<file path="src/rtl/sosl_pkg.sv">
// Shared types and constants of the scan obstacle steer limiter.
package sosl_pkg;

    // Field widths fixed by the item formats
    localparam int RANGE_W   = 16;
    localparam int HEAD_W    = 14;
    localparam int CFG_W     = 16;
    localparam int CFG_IDX_W = 3;
    localparam int ANG_W     = 16;
    localparam int RATE_W    = 17;

    // Configuration register indexes
    typedef enum logic [CFG_IDX_W-1:0] {
        REG_SKIP_DIST   = 3'd0,
        REG_FRONT_AVOID = 3'd1,
        REG_SIDE_AVOID  = 3'd2,
        REG_MAX_LINEAR  = 3'd3,
        REG_MAX_ANGULAR = 3'd4,
        REG_TURN_GAIN   = 3'd5,
        REG_ANGLE_STEP  = 3'd6
    } cfg_idx_t;

    // Register reset values
    localparam logic [CFG_W-1:0] RST_SKIP_DIST   = 16'd100;
    localparam logic [CFG_W-1:0] RST_FRONT_AVOID = 16'd1000;
    localparam logic [CFG_W-1:0] RST_SIDE_AVOID  = 16'd500;
    localparam logic [CFG_W-1:0] RST_MAX_LINEAR  = 16'd500;
    localparam logic [CFG_W-1:0] RST_MAX_ANGULAR = 16'd1000;
    localparam logic [CFG_W-1:0] RST_TURN_GAIN   = 16'd256;
    localparam logic [CFG_W-1:0] RST_ANGLE_STEP  = 16'd6136;

    // Angle constants in mrad
    localparam int HALF_TURN_MRAD  = 3142;
    localparam int FULL_TURN_MRAD  = 6283;
    localparam int TIER_STOP_MRAD  = 1000;
    localparam int TIER_HALF_MRAD  = 500;
    localparam int FRONT_CONE_MRAD = 523;
    localparam int SIDE_CONE_MRAD  = 2094;
    localparam int FRONT_STEER     = 300;
    localparam int SIDE_STEER      = 200;

    // urad to mrad conversion with rounding
    localparam int DIV_MILLI  = 1000;
    localparam int ROUND_HALF = 500;

    // Divide by five: floor(x * DIV5_MUL >> DIV5_SHIFT) is exact for x < 2^18
    localparam int              DIV5_IN_W  = 18;
    localparam logic [18:0]     DIV5_MUL   = 19'd419431;
    localparam int              DIV5_SHIFT = 21;

    // Speed scaling choice
    typedef enum logic [1:0] {
        SCALE_NONE,
        SCALE_FOUR_FIFTHS,
        SCALE_THREE_FIFTHS
    } scale_t;

    // Configuration register file
    typedef struct packed {
        logic [CFG_W-1:0] skip_dist;
        logic [CFG_W-1:0] front_avoid;
        logic [CFG_W-1:0] side_avoid;
        logic [CFG_W-1:0] max_linear;
        logic [CFG_W-1:0] max_angular;
        logic [CFG_W-1:0] turn_gain;
        logic [CFG_W-1:0] angle_step;
    } cfg_t;

    // Item tag carried down the pipeline
    typedef struct packed {
        logic              steer;
        logic [HEAD_W-1:0] heading;
    } tag_t;

    // Stage load strobes
    typedef struct packed {
        logic load1;
        logic load2;
        logic load3;
        logic leave3;
        logic load4;
        logic load_out;
    } pipe_ctl_t;

endpackage

</file>
<file path="src/rtl/sosl_item_if.sv">
// Input item channel: valid, ready and the request payload.
interface sosl_item_if;
    logic        valid;
    logic        ready;
    logic        op;
    logic [15:0] range_mm;
    logic        last_sample;
    logic [13:0] heading_error_mrad;

    modport source (
        output valid, op, range_mm, last_sample, heading_error_mrad,
        input  ready
    );
    modport sink (
        input  valid, op, range_mm, last_sample, heading_error_mrad,
        output ready
    );
endinterface

</file>
<file path="src/rtl/sosl_result_if.sv">
// Result item channel: valid, ready and the command payload.
interface sosl_result_if;
    logic        valid;
    logic        ready;
    logic [15:0] linear_mm_s;
    logic [16:0] angular_mrad_s;
    logic [15:0] obstacle_mm;
    logic [15:0] obstacle_angle_mrad;

    modport source (
        output valid, linear_mm_s, angular_mrad_s, obstacle_mm, obstacle_angle_mrad,
        input  ready
    );
    modport sink (
        input  valid, linear_mm_s, angular_mrad_s, obstacle_mm, obstacle_angle_mrad,
        output ready
    );
endinterface

</file>
<file path="src/rtl/sosl_scan_track.sv">
// Scan tracker: running minimum, sample counter and danger index offset.
module sosl_scan_track #(
    parameter int MAX_SCAN_SAMPLES = 4096
) (
    input  logic                        clk,
    input  logic                        rst_n,
    input  logic                        load,
    input  logic                        op,
    input  logic [sosl_pkg::RANGE_W-1:0] range_mm,
    input  logic                        last_sample,
    input  logic [sosl_pkg::CFG_W-1:0]  skip_dist,
    output logic                        last_reg,
    output logic                        neg_reg,
    output logic [$clog2(MAX_SCAN_SAMPLES)-1:0] absdiff_reg,
    output logic [sosl_pkg::RANGE_W-1:0] dist_reg
);
    localparam int CNT_W = $clog2(MAX_SCAN_SAMPLES);

    logic [CNT_W-1:0]             count_reg, count_next;
    logic [CNT_W-1:0]             min_index_reg, min_index_next;
    logic [sosl_pkg::RANGE_W-1:0] min_range_reg, min_range_next;
    logic                         scan_load;
    logic                         last_next;
    logic [CNT_W:0]               half_wide;
    logic [CNT_W-1:0]             half;
    logic [CNT_W:0]               diff;
    logic                         neg_next;
    logic [CNT_W-1:0]             absdiff_next;

    assign scan_load = load && !op;
    assign last_next = !op && last_sample;

    // Update the running minimum; sample 0 always seeds it
    always_comb
    begin
        min_index_next = min_index_reg;
        min_range_next = min_range_reg;
        if (count_reg == '0)
        begin
            min_index_next = '0;
            min_range_next = range_mm;
        end
        else if (range_mm < min_range_reg && range_mm > skip_dist)
        begin
            min_index_next = count_reg;
            min_range_next = range_mm;
        end
    end

    // Advance the counter, hold at the final index, restart after the last sample
    always_comb
    begin
        count_next = count_reg;
        if (last_sample)
            count_next = '0;
        else if (count_reg < CNT_W'(MAX_SCAN_SAMPLES - 1))
            count_next = count_reg + 1'b1;
    end

    // Offset of the minimum from the scan center, as sign and magnitude
    always_comb
    begin
        half_wide    = ({1'b0, count_reg} + (CNT_W+1)'(1)) >> 1;
        half         = half_wide[CNT_W-1:0];
        diff         = {1'b0, min_index_next} - {1'b0, half};
        neg_next     = diff[CNT_W];
        absdiff_next = neg_next ? CNT_W'(-diff) : diff[CNT_W-1:0];
    end

    always_ff @(posedge clk or negedge rst_n)
    begin
        if (!rst_n)
        begin
            count_reg     <= '0;
            min_index_reg <= '0;
            min_range_reg <= '0;
        end
        else if (scan_load)
        begin
            count_reg     <= count_next;
            min_index_reg <= min_index_next;
            min_range_reg <= min_range_next;
        end
    end

    // Stage payload toward the angle divider
    always_ff @(posedge clk)
    begin
        if (load)
        begin
            last_reg    <= last_next;
            neg_reg     <= neg_next;
            absdiff_reg <= absdiff_next;
            dist_reg    <= min_range_next;
        end
    end

endmodule

</file>
<file path="src/rtl/sosl_angle_div.sv">
// Danger angle: offset times step, rounded divide by 1000, saturate, latch danger.
module sosl_angle_div #(
    parameter int MAX_SCAN_SAMPLES = 4096
) (
    input  logic                          clk,
    input  logic                          rst_n,
    input  sosl_pkg::pipe_ctl_t           ctl,
    input  logic                          last_in,
    input  logic                          neg_in,
    input  logic [$clog2(MAX_SCAN_SAMPLES)-1:0] absdiff_in,
    input  logic [sosl_pkg::RANGE_W-1:0]  dist_in,
    input  logic [sosl_pkg::CFG_W-1:0]    angle_step,
    output logic [sosl_pkg::RANGE_W-1:0]  danger_dist,
    output logic [sosl_pkg::ANG_W-1:0]    danger_ang
);
    localparam int CNT_W = $clog2(MAX_SCAN_SAMPLES);
    localparam int XW    = CNT_W + 17;
    localparam int QW    = XW - 9;
    localparam int K     = XW + 1;
    localparam longint unsigned RECIP = (64'd1 << K) / 1000;
    localparam int MW    = $clog2(RECIP + 1);
    localparam logic [MW-1:0] RECIP_V = MW'(RECIP);

    logic [CNT_W+15:0]            mag;
    logic [XW-1:0]                x_next, x2_reg, x3_reg;
    logic                         neg2_reg, neg3_reg;
    logic                         last2_reg, last3_reg;
    logic [sosl_pkg::RANGE_W-1:0] dist2_reg, dist3_reg;
    logic [XW+MW-1:0]             recip_prod;
    logic [QW-1:0]                q0_next, q0_reg;
    logic [XW-1:0]                back_prod;
    logic [XW-1:0]                rem;
    logic [QW:0]                  q_fix;
    logic [31:0]                  q32;
    logic [sosl_pkg::ANG_W-1:0]   ang_next;
    logic [sosl_pkg::RANGE_W-1:0] danger_dist_reg;
    logic [sosl_pkg::ANG_W-1:0]   danger_ang_reg;

    // Scale the offset and add the rounding half
    always_comb
    begin
        mag    = {{16{1'b0}}, absdiff_in} * {{CNT_W{1'b0}}, angle_step};
        x_next = XW'(mag) + XW'(sosl_pkg::ROUND_HALF);
    end

    // Quotient estimate by reciprocal, never above the true value
    always_comb
    begin
        recip_prod = {{MW{1'b0}}, x2_reg} * {{XW{1'b0}}, RECIP_V};
        q0_next    = QW'(recip_prod >> K);
    end

    // Correct by one step, then saturate with sign
    always_comb
    begin
        back_prod = XW'(q0_reg) * XW'(sosl_pkg::DIV_MILLI);
        rem       = x3_reg - back_prod;
        q_fix     = (QW+1)'(q0_reg) + (QW+1)'(rem >= XW'(sosl_pkg::DIV_MILLI));
        q32       = 32'(q_fix);
        if (neg3_reg)
            ang_next = (q32 > 32'd32768) ? 16'h8000 : 16'(32'd0 - q32);
        else
            ang_next = (q32 > 32'd32767) ? 16'h7FFF : q32[15:0];
    end

    always_ff @(posedge clk)
    begin
        if (ctl.load2)
        begin
            x2_reg    <= x_next;
            neg2_reg  <= neg_in;
            last2_reg <= last_in;
            dist2_reg <= dist_in;
        end
        if (ctl.load3)
        begin
            q0_reg    <= q0_next;
            x3_reg    <= x2_reg;
            neg3_reg  <= neg2_reg;
            last3_reg <= last2_reg;
            dist3_reg <= dist2_reg;
        end
    end

    // Latch danger on the item that closes a scan
    always_ff @(posedge clk or negedge rst_n)
    begin
        if (!rst_n)
        begin
            danger_dist_reg <= '0;
            danger_ang_reg  <= '0;
        end
        else if (ctl.leave3 && last3_reg)
        begin
            danger_dist_reg <= dist3_reg;
            danger_ang_reg  <= ang_next;
        end
    end

    assign danger_dist = danger_dist_reg;
    assign danger_ang  = danger_ang_reg;

endmodule

</file>
<file path="src/rtl/sosl_steer.sv">
// Steering: heading wrap, speed tier, avoidance overrides, rate scale and limit.
module sosl_steer (
    input  logic                          clk,
    input  sosl_pkg::pipe_ctl_t           ctl,
    input  logic [sosl_pkg::HEAD_W-1:0]   heading,
    input  logic [sosl_pkg::RANGE_W-1:0]  danger_dist,
    input  logic [sosl_pkg::ANG_W-1:0]    danger_ang,
    input  sosl_pkg::cfg_t                cfg,
    output logic [15:0]                   linear_reg,
    output logic [sosl_pkg::RATE_W-1:0]   rate_reg,
    output logic [sosl_pkg::RANGE_W-1:0]  dist_out_reg,
    output logic [sosl_pkg::ANG_W-1:0]    ang_out_reg
);
    logic signed [14:0]           e_ext, e_wrap;
    logic [14:0]                  e_mag, w_mag;
    logic [11:0]                  ae;
    logic [15:0]                  speed_next;
    logic [15:0]                  aang;
    logic                         away_neg;
    logic                         front_hit, side_hit, moving;
    logic [11:0]                  cmd_mag_next;
    logic                         cmd_neg_next;
    sosl_pkg::scale_t             scale_next;

    logic [11:0]                  cmd_mag_reg;
    logic                         cmd_neg_reg;
    logic [15:0]                  speed_reg;
    sosl_pkg::scale_t             scale_reg;
    logic [sosl_pkg::RANGE_W-1:0] dist4_reg;
    logic [sosl_pkg::ANG_W-1:0]   ang4_reg;

    logic [27:0]                  gain_prod;
    logic [19:0]                  rate_mag;
    logic [15:0]                  rate_sat;
    logic [sosl_pkg::RATE_W-1:0]  rate_next;
    logic [sosl_pkg::DIV5_IN_W-1:0] scaled;
    logic [36:0]                  div5_prod;
    logic [15:0]                  linear_next;

    // Wrap the heading error once into the half turn
    always_comb
    begin
        e_ext = $signed({heading[sosl_pkg::HEAD_W-1], heading});
        e_mag = e_ext[14] ? 15'(-e_ext) : 15'(e_ext);
        if (e_mag >= 15'(sosl_pkg::HALF_TURN_MRAD))
            e_wrap = e_ext[14] ? e_ext + 15'(sosl_pkg::FULL_TURN_MRAD)
                               : e_ext - 15'(sosl_pkg::FULL_TURN_MRAD);
        else
            e_wrap = e_ext;
        w_mag = e_wrap[14] ? 15'(-e_wrap) : 15'(e_wrap);
        ae    = w_mag[11:0];
    end

    // Pick the speed tier
    always_comb
    begin
        if (ae > 12'(sosl_pkg::TIER_STOP_MRAD))
            speed_next = '0;
        else if (ae > 12'(sosl_pkg::TIER_HALF_MRAD))
            speed_next = cfg.max_linear >> 1;
        else
            speed_next = cfg.max_linear;
    end

    // Apply avoidance overrides to steering and speed scale
    always_comb
    begin
        aang      = danger_ang[15] ? 16'(-danger_ang) : danger_ang;
        away_neg  = !danger_ang[15];
        moving    = (speed_next != '0);
        front_hit = (danger_dist < cfg.front_avoid) &&
                    (aang <= 16'(sosl_pkg::FRONT_CONE_MRAD));
        side_hit  = (danger_dist < cfg.side_avoid) &&
                    (aang <= 16'(sosl_pkg::SIDE_CONE_MRAD));

        cmd_mag_next = ae;
        cmd_neg_next = e_wrap[14];
        scale_next   = sosl_pkg::SCALE_NONE;
        if (moving)
        begin
            if (front_hit)
            begin
                cmd_mag_next = 12'(sosl_pkg::FRONT_STEER);
                cmd_neg_next = away_neg;
            end
            else if (side_hit)
            begin
                cmd_mag_next = 12'(sosl_pkg::SIDE_STEER);
                cmd_neg_next = away_neg;
            end

            if (front_hit && danger_dist >= cfg.side_avoid)
                scale_next = sosl_pkg::SCALE_FOUR_FIFTHS;
            else if (side_hit)
                scale_next = sosl_pkg::SCALE_THREE_FIFTHS;
        end
    end

    always_ff @(posedge clk)
    begin
        if (ctl.load4)
        begin
            cmd_mag_reg <= cmd_mag_next;
            cmd_neg_reg <= cmd_neg_next;
            speed_reg   <= speed_next;
            scale_reg   <= scale_next;
            dist4_reg   <= danger_dist;
            ang4_reg    <= danger_ang;
        end
    end

    // Scale the steering into a rate and limit its magnitude
    always_comb
    begin
        gain_prod = {16'd0, cmd_mag_reg} * {12'd0, cfg.turn_gain};
        rate_mag  = gain_prod[27:8];
        rate_sat  = (rate_mag > {4'd0, cfg.max_angular}) ? cfg.max_angular : rate_mag[15:0];
        rate_next = cmd_neg_reg ? (sosl_pkg::RATE_W)'(-{1'b0, rate_sat})
                                : {1'b0, rate_sat};
    end

    // Scale the speed by three or four fifths, or pass it through unscaled
    always_comb
    begin
        case (scale_reg)
            sosl_pkg::SCALE_FOUR_FIFTHS:  scaled = {speed_reg, 2'b00};
            sosl_pkg::SCALE_THREE_FIFTHS: scaled = {1'b0, speed_reg, 1'b0} +
                                                   {2'b00, speed_reg};
            default:                      scaled = '0;
        endcase
        div5_prod = {19'd0, scaled} * {18'd0, sosl_pkg::DIV5_MUL};
        if (scale_reg == sosl_pkg::SCALE_NONE)
            linear_next = speed_reg;
        else
            linear_next = 16'(div5_prod >> sosl_pkg::DIV5_SHIFT);
    end

    always_ff @(posedge clk)
    begin
        if (ctl.load_out)
        begin
            linear_reg   <= linear_next;
            rate_reg     <= rate_next;
            dist_out_reg <= dist4_reg;
            ang_out_reg  <= ang4_reg;
        end
    end

endmodule

</file>
<file path="src/rtl/scan_obstacle_steer_limiter_core.sv">
// Scan obstacle steer limiter: top level with config registers and pipeline control.
//
// Accepts one item per clock while ready is high. A range sample (op 0) updates
// the running minimum of the current scan and produces no result. The sample
// marked last latches the danger distance and angle as it leaves the angle
// quotient stage. A steering request (op 1) yields one result, always seeing the
// danger values of every scan closed by samples accepted before it. The pipeline
// has six registered stages (input, scan tracker, angle product, angle quotient,
// steering select, output); stalled stages collapse bubbles, so ready drops only
// when the output register is held and every stage behind it is full.
// Configuration writes take effect on the next clock.
module scan_obstacle_steer_limiter_core #(
    parameter int MAX_SCAN_SAMPLES = 4096
) (
    input  logic                            clk,
    input  logic                            rst_n,
    sosl_item_if.sink                       item,
    sosl_result_if.source                   result,
    input  logic                            cfg_we,
    input  logic [sosl_pkg::CFG_IDX_W-1:0]  cfg_index,
    input  logic [sosl_pkg::CFG_W-1:0]      cfg_wdata
);
    localparam int CNT_W = $clog2(MAX_SCAN_SAMPLES);

    sosl_pkg::cfg_t                cfg_reg, cfg_next;
    sosl_pkg::pipe_ctl_t           ctl;

    logic                          v0_reg, v1_reg, v2_reg, v3_reg, v4_reg, vout_reg;
    logic                          accept, leave0, leave1, leave2, leave3, load4, load_out;
    logic                          free_out;

    logic                          op0_reg;
    logic [sosl_pkg::RANGE_W-1:0]  range0_reg;
    logic                          last0_reg;
    logic [sosl_pkg::HEAD_W-1:0]   head0_reg;
    sosl_pkg::tag_t                t1_reg, t2_reg, t3_reg;

    logic                          s1_last, s1_neg;
    logic [CNT_W-1:0]              s1_absdiff;
    logic [sosl_pkg::RANGE_W-1:0]  s1_dist;
    logic [sosl_pkg::RANGE_W-1:0]  danger_dist;
    logic [sosl_pkg::ANG_W-1:0]    danger_ang;

    logic [15:0]                   linear_reg;
    logic [sosl_pkg::RATE_W-1:0]   rate_reg;
    logic [sosl_pkg::RANGE_W-1:0]  dist_out_reg;
    logic [sosl_pkg::ANG_W-1:0]    ang_out_reg;

    // Decode register writes
    always_comb
    begin
        cfg_next = cfg_reg;
        if (cfg_we)
        begin
            unique case (sosl_pkg::cfg_idx_t'(cfg_index))
                sosl_pkg::REG_SKIP_DIST:   cfg_next.skip_dist   = cfg_wdata;
                sosl_pkg::REG_FRONT_AVOID: cfg_next.front_avoid = cfg_wdata;
                sosl_pkg::REG_SIDE_AVOID:  cfg_next.side_avoid  = cfg_wdata;
                sosl_pkg::REG_MAX_LINEAR:  cfg_next.max_linear  = cfg_wdata;
                sosl_pkg::REG_MAX_ANGULAR: cfg_next.max_angular = cfg_wdata;
                sosl_pkg::REG_TURN_GAIN:   cfg_next.turn_gain   = cfg_wdata;
                sosl_pkg::REG_ANGLE_STEP:  cfg_next.angle_step  = cfg_wdata;
                default:                   cfg_next = cfg_reg;
            endcase
        end
    end

    always_ff @(posedge clk or negedge rst_n)
    begin
        if (!rst_n)
        begin
            cfg_reg.skip_dist   <= sosl_pkg::RST_SKIP_DIST;
            cfg_reg.front_avoid <= sosl_pkg::RST_FRONT_AVOID;
            cfg_reg.side_avoid  <= sosl_pkg::RST_SIDE_AVOID;
            cfg_reg.max_linear  <= sosl_pkg::RST_MAX_LINEAR;
            cfg_reg.max_angular <= sosl_pkg::RST_MAX_ANGULAR;
            cfg_reg.turn_gain   <= sosl_pkg::RST_TURN_GAIN;
            cfg_reg.angle_step  <= sosl_pkg::RST_ANGLE_STEP;
        end
        else
        begin
            cfg_reg <= cfg_next;
        end
    end

    // Advance stages into free slots; scan items drop out after the quotient stage
    always_comb
    begin
        free_out = !vout_reg || result.ready;
        load_out = v4_reg && free_out;
        leave3   = v3_reg && (!t3_reg.steer || !v4_reg || load_out);
        load4    = leave3 && t3_reg.steer;
        leave2   = v2_reg && (!v3_reg || leave3);
        leave1   = v1_reg && (!v2_reg || leave2);
        leave0   = v0_reg && (!v1_reg || leave1);
        accept   = item.valid && item.ready;

        ctl.load1    = leave0;
        ctl.load2    = leave1;
        ctl.load3    = leave2;
        ctl.leave3   = leave3;
        ctl.load4    = load4;
        ctl.load_out = load_out;
    end

    assign item.ready = !v0_reg || leave0;

    always_ff @(posedge clk or negedge rst_n)
    begin
        if (!rst_n)
        begin
            v0_reg   <= 1'b0;
            v1_reg   <= 1'b0;
            v2_reg   <= 1'b0;
            v3_reg   <= 1'b0;
            v4_reg   <= 1'b0;
            vout_reg <= 1'b0;
        end
        else
        begin
            v0_reg   <= accept   ? 1'b1 : (leave0   ? 1'b0 : v0_reg);
            v1_reg   <= leave0   ? 1'b1 : (leave1   ? 1'b0 : v1_reg);
            v2_reg   <= leave1   ? 1'b1 : (leave2   ? 1'b0 : v2_reg);
            v3_reg   <= leave2   ? 1'b1 : (leave3   ? 1'b0 : v3_reg);
            v4_reg   <= load4    ? 1'b1 : (load_out ? 1'b0 : v4_reg);
            vout_reg <= load_out ? 1'b1 : (result.ready ? 1'b0 : vout_reg);
        end
    end

    // Hold the input item and carry its tag down the pipe
    always_ff @(posedge clk)
    begin
        if (accept)
        begin
            op0_reg    <= item.op;
            range0_reg <= item.range_mm;
            last0_reg  <= item.last_sample;
            head0_reg  <= item.heading_error_mrad;
        end
        if (leave0)
        begin
            t1_reg.steer   <= op0_reg;
            t1_reg.heading <= head0_reg;
        end
        if (leave1)
            t2_reg <= t1_reg;
        if (leave2)
            t3_reg <= t2_reg;
    end

    sosl_scan_track #(
        .MAX_SCAN_SAMPLES (MAX_SCAN_SAMPLES)
    ) u_scan (
        .clk         (clk),
        .rst_n       (rst_n),
        .load        (ctl.load1),
        .op          (op0_reg),
        .range_mm    (range0_reg),
        .last_sample (last0_reg),
        .skip_dist   (cfg_reg.skip_dist),
        .last_reg    (s1_last),
        .neg_reg     (s1_neg),
        .absdiff_reg (s1_absdiff),
        .dist_reg    (s1_dist)
    );

    sosl_angle_div #(
        .MAX_SCAN_SAMPLES (MAX_SCAN_SAMPLES)
    ) u_angle (
        .clk         (clk),
        .rst_n       (rst_n),
        .ctl         (ctl),
        .last_in     (s1_last),
        .neg_in      (s1_neg),
        .absdiff_in  (s1_absdiff),
        .dist_in     (s1_dist),
        .angle_step  (cfg_reg.angle_step),
        .danger_dist (danger_dist),
        .danger_ang  (danger_ang)
    );

    sosl_steer u_steer (
        .clk          (clk),
        .ctl          (ctl),
        .heading      (t3_reg.heading),
        .danger_dist  (danger_dist),
        .danger_ang   (danger_ang),
        .cfg          (cfg_reg),
        .linear_reg   (linear_reg),
        .rate_reg     (rate_reg),
        .dist_out_reg (dist_out_reg),
        .ang_out_reg  (ang_out_reg)
    );

    // Drive the result channel from the output register
    assign result.valid               = vout_reg;
    assign result.linear_mm_s         = linear_reg;
    assign result.angular_mrad_s      = rate_reg;
    assign result.obstacle_mm         = dist_out_reg;
    assign result.obstacle_angle_mrad = ang_out_reg;

endmodule

</file>
<file path="src/flat_wrapper.sv">
// flat-port wrapper written by rule: the top's interface ports become plain ports
module scan_obstacle_steer_limiter_core_flat 
#(
    parameter int MAX_SCAN_SAMPLES = 4096
)
  (clk, rst_n, cfg_we, cfg_index, cfg_wdata, item_valid, item_op, item_range_mm, item_last_sample, item_heading_error_mrad, item_ready, result_valid, result_linear_mm_s, result_angular_mrad_s, result_obstacle_mm, result_obstacle_angle_mrad, result_ready);
  sosl_item_if item_i ();
  sosl_result_if result_i ();
  input  logic clk;
  input  logic rst_n;
  input  logic cfg_we;
  input  logic [sosl_pkg::CFG_IDX_W-1:0] cfg_index;
  input  logic [sosl_pkg::CFG_W-1:0] cfg_wdata;
  input wire logic [$bits(item_i.valid)-1:0] item_valid;
  input wire logic [$bits(item_i.op)-1:0] item_op;
  input wire logic [$bits(item_i.range_mm)-1:0] item_range_mm;
  input wire logic [$bits(item_i.last_sample)-1:0] item_last_sample;
  input wire logic [$bits(item_i.heading_error_mrad)-1:0] item_heading_error_mrad;
  output wire logic [$bits(item_i.ready)-1:0] item_ready;
  output wire logic [$bits(result_i.valid)-1:0] result_valid;
  output wire logic [$bits(result_i.linear_mm_s)-1:0] result_linear_mm_s;
  output wire logic [$bits(result_i.angular_mrad_s)-1:0] result_angular_mrad_s;
  output wire logic [$bits(result_i.obstacle_mm)-1:0] result_obstacle_mm;
  output wire logic [$bits(result_i.obstacle_angle_mrad)-1:0] result_obstacle_angle_mrad;
  input wire logic [$bits(result_i.ready)-1:0] result_ready;
  assign item_i.valid = item_valid;
  assign item_i.op = item_op;
  assign item_i.range_mm = item_range_mm;
  assign item_i.last_sample = item_last_sample;
  assign item_i.heading_error_mrad = item_heading_error_mrad;
  assign item_ready = item_i.ready;
  assign result_valid = result_i.valid;
  assign result_linear_mm_s = result_i.linear_mm_s;
  assign result_angular_mrad_s = result_i.angular_mrad_s;
  assign result_obstacle_mm = result_i.obstacle_mm;
  assign result_obstacle_angle_mrad = result_i.obstacle_angle_mrad;
  assign result_i.ready = result_ready;
  scan_obstacle_steer_limiter_core #(.MAX_SCAN_SAMPLES(MAX_SCAN_SAMPLES)) u_core (.clk(clk), .rst_n(rst_n), .item(item_i), .result(result_i), .cfg_we(cfg_we), .cfg_index(cfg_index), .cfg_wdata(cfg_wdata));
endmodule
</file>
<file path="config.mk">
export PLATFORM = sky130hd
export DESIGN_NAME = scan_obstacle_steer_limiter_core_flat
export DESIGN_NICKNAME = d
export VERILOG_FILES = /design/src/rtl/sosl_pkg.sv /design/src/rtl/sosl_item_if.sv /design/src/rtl/sosl_result_if.sv /design/src/rtl/sosl_scan_track.sv /design/src/rtl/sosl_angle_div.sv /design/src/rtl/sosl_steer.sv /design/src/rtl/scan_obstacle_steer_limiter_core.sv /design/src/flat_wrapper.sv
export SDC_FILE = /design/constraint.sdc
export NUM_CORES = 2
export LEC_CHECK = 0
export ABC_AREA = 0
export BUFFER_PORTS_ARGS = -buffer_cell sky130_fd_sc_hd__buf_4
export CAP_MARGIN = 40
export CORE_MARGIN = 3
export CORE_UTILIZATION = 40
export CTS_BUF_LIST = sky130_fd_sc_hd__clkbuf_2
export CTS_CLUSTER_DIAMETER = 120
export DETAILED_ROUTE_END_ITERATION = 10
export GPL_TIMING_DRIVEN = 0
export SYNTH_ARGS = -nofsm -noshare
export SYNTH_HDL_FRONTEND = slang
export SYNTH_SLANG_ARGS = --single-unit
</file>
<file path="constraint.sdc">
create_clock -name clk -period 20.9 [get_ports clk]
set_input_delay 2.09 -clock clk [delete_from_list [all_inputs] [get_ports clk]]
set_output_delay 2.09 -clock clk [all_outputs]
set_load 0.02 [all_outputs]
</file>
==> flow_summary.yaml <==
global_route:
  grt_max_degree: 99
  grt_pass1_wl_um: 212000
  grt_usage_pct: 19.1
  antenna_found_initial: 9
  grt_pass1_vias: 38700
  grt_overflow_total: 0
layout:
  synthToLayoutAreaGrowth_pct: 8.92
  final_util_pct: 44.1
  drive_above_1_share_pct: 10.2
  largest_reg_flops: 112
  layout_commonest_cell: "inv_1"
  regArea_um2: 15200
  finalNonFillerCells: 7383
  nNetsFinal: 6898
  final_cell_mix: "inv_1 (949), ha_1 (749), fa_1 (598)"
  multiInputGateArea_um2: 35000
  nFillCells: 12900
critical_path:
  worstRegToRegCells: 46
  cp-endpoint: "u_core.u_angle.danger_ang[11]$_DFFE_PN0P_"
  path_class: "reg2reg"
  critical_path_required_ps: 22280
  r2r_end: "u_core.u_angle.danger_ang[11]$_DFFE_PN0P_"
  max_stage_delay_ps: 640
  worstSetupEndpointType: "flip-flop"
  cp-start-kind: "flip-flop"
  regToRegStartpoint: "u_core.u_angle.q0_reg[1]$_DFFE_PP_"
  cp-startpoint: "u_core.u_angle.q0_reg[1]$_DFFE_PP_"
  rrSetupSlack_ps: 8860
  cp.arrival_ps: 13420
  cp_max_fo: 10
  critPathSlowestCell: "edfxtp_1"
outcome:
  status: "completed"
synth:
  synth_edf_count: 346
  synth_ff_type: "edfxtp_1"
  synth_nets: 6613
  ys_seq_elements: 536
  ys_seq_area_share_pct: 28.0
  netlist_area_um2: 54300
  ys.warnings.count: 0
  ys_types: 90
  avgSynthCellArea_um2: 10.4
  synth_cells: 5210
  synth_async_sr_flop_share_pct: 35.4
die:
  placementRows: 134
  die-area_um2: 140000
  start_util_pct: 40.5
  core_region_area_um2: 134000
  die_x_um: 374
  ioPinCount: 123
  die_y_um: 374
cts:
  clk_pin_slew_ps: 110
  clock_latency_ps: 1500
  cts_max_level: 4
  cts.sinks: 536
  post_cts_resize_count: 0
  clockBufferDepth: 3
  cts_buffers: 144
  clockRootBuffer: "clkbuf_2"
  cts_tree: "built"
  postCtsSetupBuffers: 0
  hold_buffers: 0
run:
  drv_cap: 0
sta:
  finalSetupTns_ps: 0
  period_minus_slack_ps: 12040
  tightest_slew_ps: 1040
  max_freq_mhz: 83.1
  hold_slack_ps: 347
  finalMaxSlewViolations: 0
  fin_worst_skew_ps: 109
  timing.final.crit_share_pct: 57.6
  hold_viol_final: 0
  rsz0062_at_grt: "no"
  relSlewSlack_pct: 30.7
  setup_viol: 0
placed_design:
  place_inst: 7117
  dpl.hpwl_um: 105000
  place_congestion: 0.875
  port_buffers: 120
drt:
  drt-initial-drc-count: 2160
  dr.pass1.iters: 5
  ant_nets: 0
  avgViaCountPerCell: 5.09
  drt-total-wl_um: 131000
  wire_per_inst_um: 17.7
  drc: 0
  vias: 37600
worst_hold_path:
  min_path_type: "reg2reg"
-- how the worst min path moves through the flow --
stage,depth (start not counted),start,to
after floorplan,0,u_core.head0_reg[0]$_DFFE_PP_,u_core.t1_reg[0]$_DFFE_PP_
after global placement,0,u_core.u_angle.dist2_reg[15]$_DFFE_PP_,u_core.u_angle.dist3_reg[15]$_DFFE_PP_
after detailed placement,0,u_core.t1_reg[3]$_DFFE_PP_,u_core.t2_reg[3]$_DFFE_PP_
after CTS,0,u_core.t2_reg[13]$_DFFE_PP_,u_core.t3_reg[13]$_DFFE_PP_
after global routing,0,u_core.t2_reg[13]$_DFFE_PP_,u_core.t3_reg[13]$_DFFE_PP_
final,0,u_core.u_scan.dist_reg[5]$_DFFE_PP_,u_core.u_angle.dist2_reg[5]$_DFFE_PP_
-- synth_stat cells (35+ instances only) --
| cell | count | area, um^2 |
|---|---|---|
| a21o_1 | 74 | 556 |
| a21oi_1 | 138 | 691 |
| and2_1 | 142 | 888 |
| clkbuf_1 | 119 | 447 |
| dfrtp_1 | 153 | 3830 |
| dfstp_2 | 37 | 972 |
| edfxtp_1 | 346 | 10400 |
| fa_1 | 598 | 12000 |
| ha_1 | 749 | 9370 |
| inv_1 | 950 | 3570 |
| mux2_2 | 105 | 1180 |
| mux2i_1 | 43 | 430 |
| nand2_1 | 501 | 1880 |
| nand3_1 | 52 | 260 |
| nor2_1 | 204 | 766 |
| nor2b_1 | 35 | 219 |
| nor3_1 | 63 | 315 |
| o21a_1 | 42 | 315 |
| o21ai_0 | 214 | 1070 |
| xnor2_1 | 136 | 1190 |
| xor2_1 | 66 | 578 |
-- area by class of cell --
| class | instances | area share, % |
|---|---|---|
| clock buffers | 210 | 1.78 |
| repair buffers | 139 | 2.05 |
| plain buffers | 129 | 0.887 |
| inverters | 950 | 6.03 |
| multi-input cells | 3595 | 59.2 |
| diodes | 8 | 0.0339 |
| clock inverters | 48 | 0.540 |
| flip-flops and latches | 536 | 25.7 |
| well taps | 1768 | 3.74 |
-- through the flow --
stage / setup slack, ps / instance area, um^2
after floorplan: 11560 / 54300
after global placement: 9070 / 57400
after detailed placement: 9030 / 57700
after CTS: 8910 / 59100
after global routing: 7950 / 59100
final: 8860 / 59100
-- kinds of logic after synthesis --
group,Yosys count,share of synthesized area (%)
and+or+nand+nor,1196,10.5
adders and majority gates,1347,39.3
xor gates and xnor gates,202,3.26
DFF,536,28.0
muxes,148,2.97
buffers and inverters,1079,7.54
AOI/OAI and AO/OA,702,8.43
-- critical path, delay by kind of cell, from the launching register on --
family	cells	cell delay, ps
AO/OA/AOI/OAI	12	2340
XOR/XNOR	1	150
adder cells (fa/ha/maj)	9	3570
buffers and inverters	7	1270
flip-flops	1	640
AND/OR/NAND/NOR	17	3960
-- layer usage --
metal / GRT usage, % / share of wire [%]
met5: 0 / 0.029
met3: 3.16 / 5.3
met2: 30.5 / 46
met4: 5.08 / 2.2
met1: 26.8 / 46
Power is not shown: default switching activity piles up to over one toggle a cycle in this logic, so the estimate is an artifact.
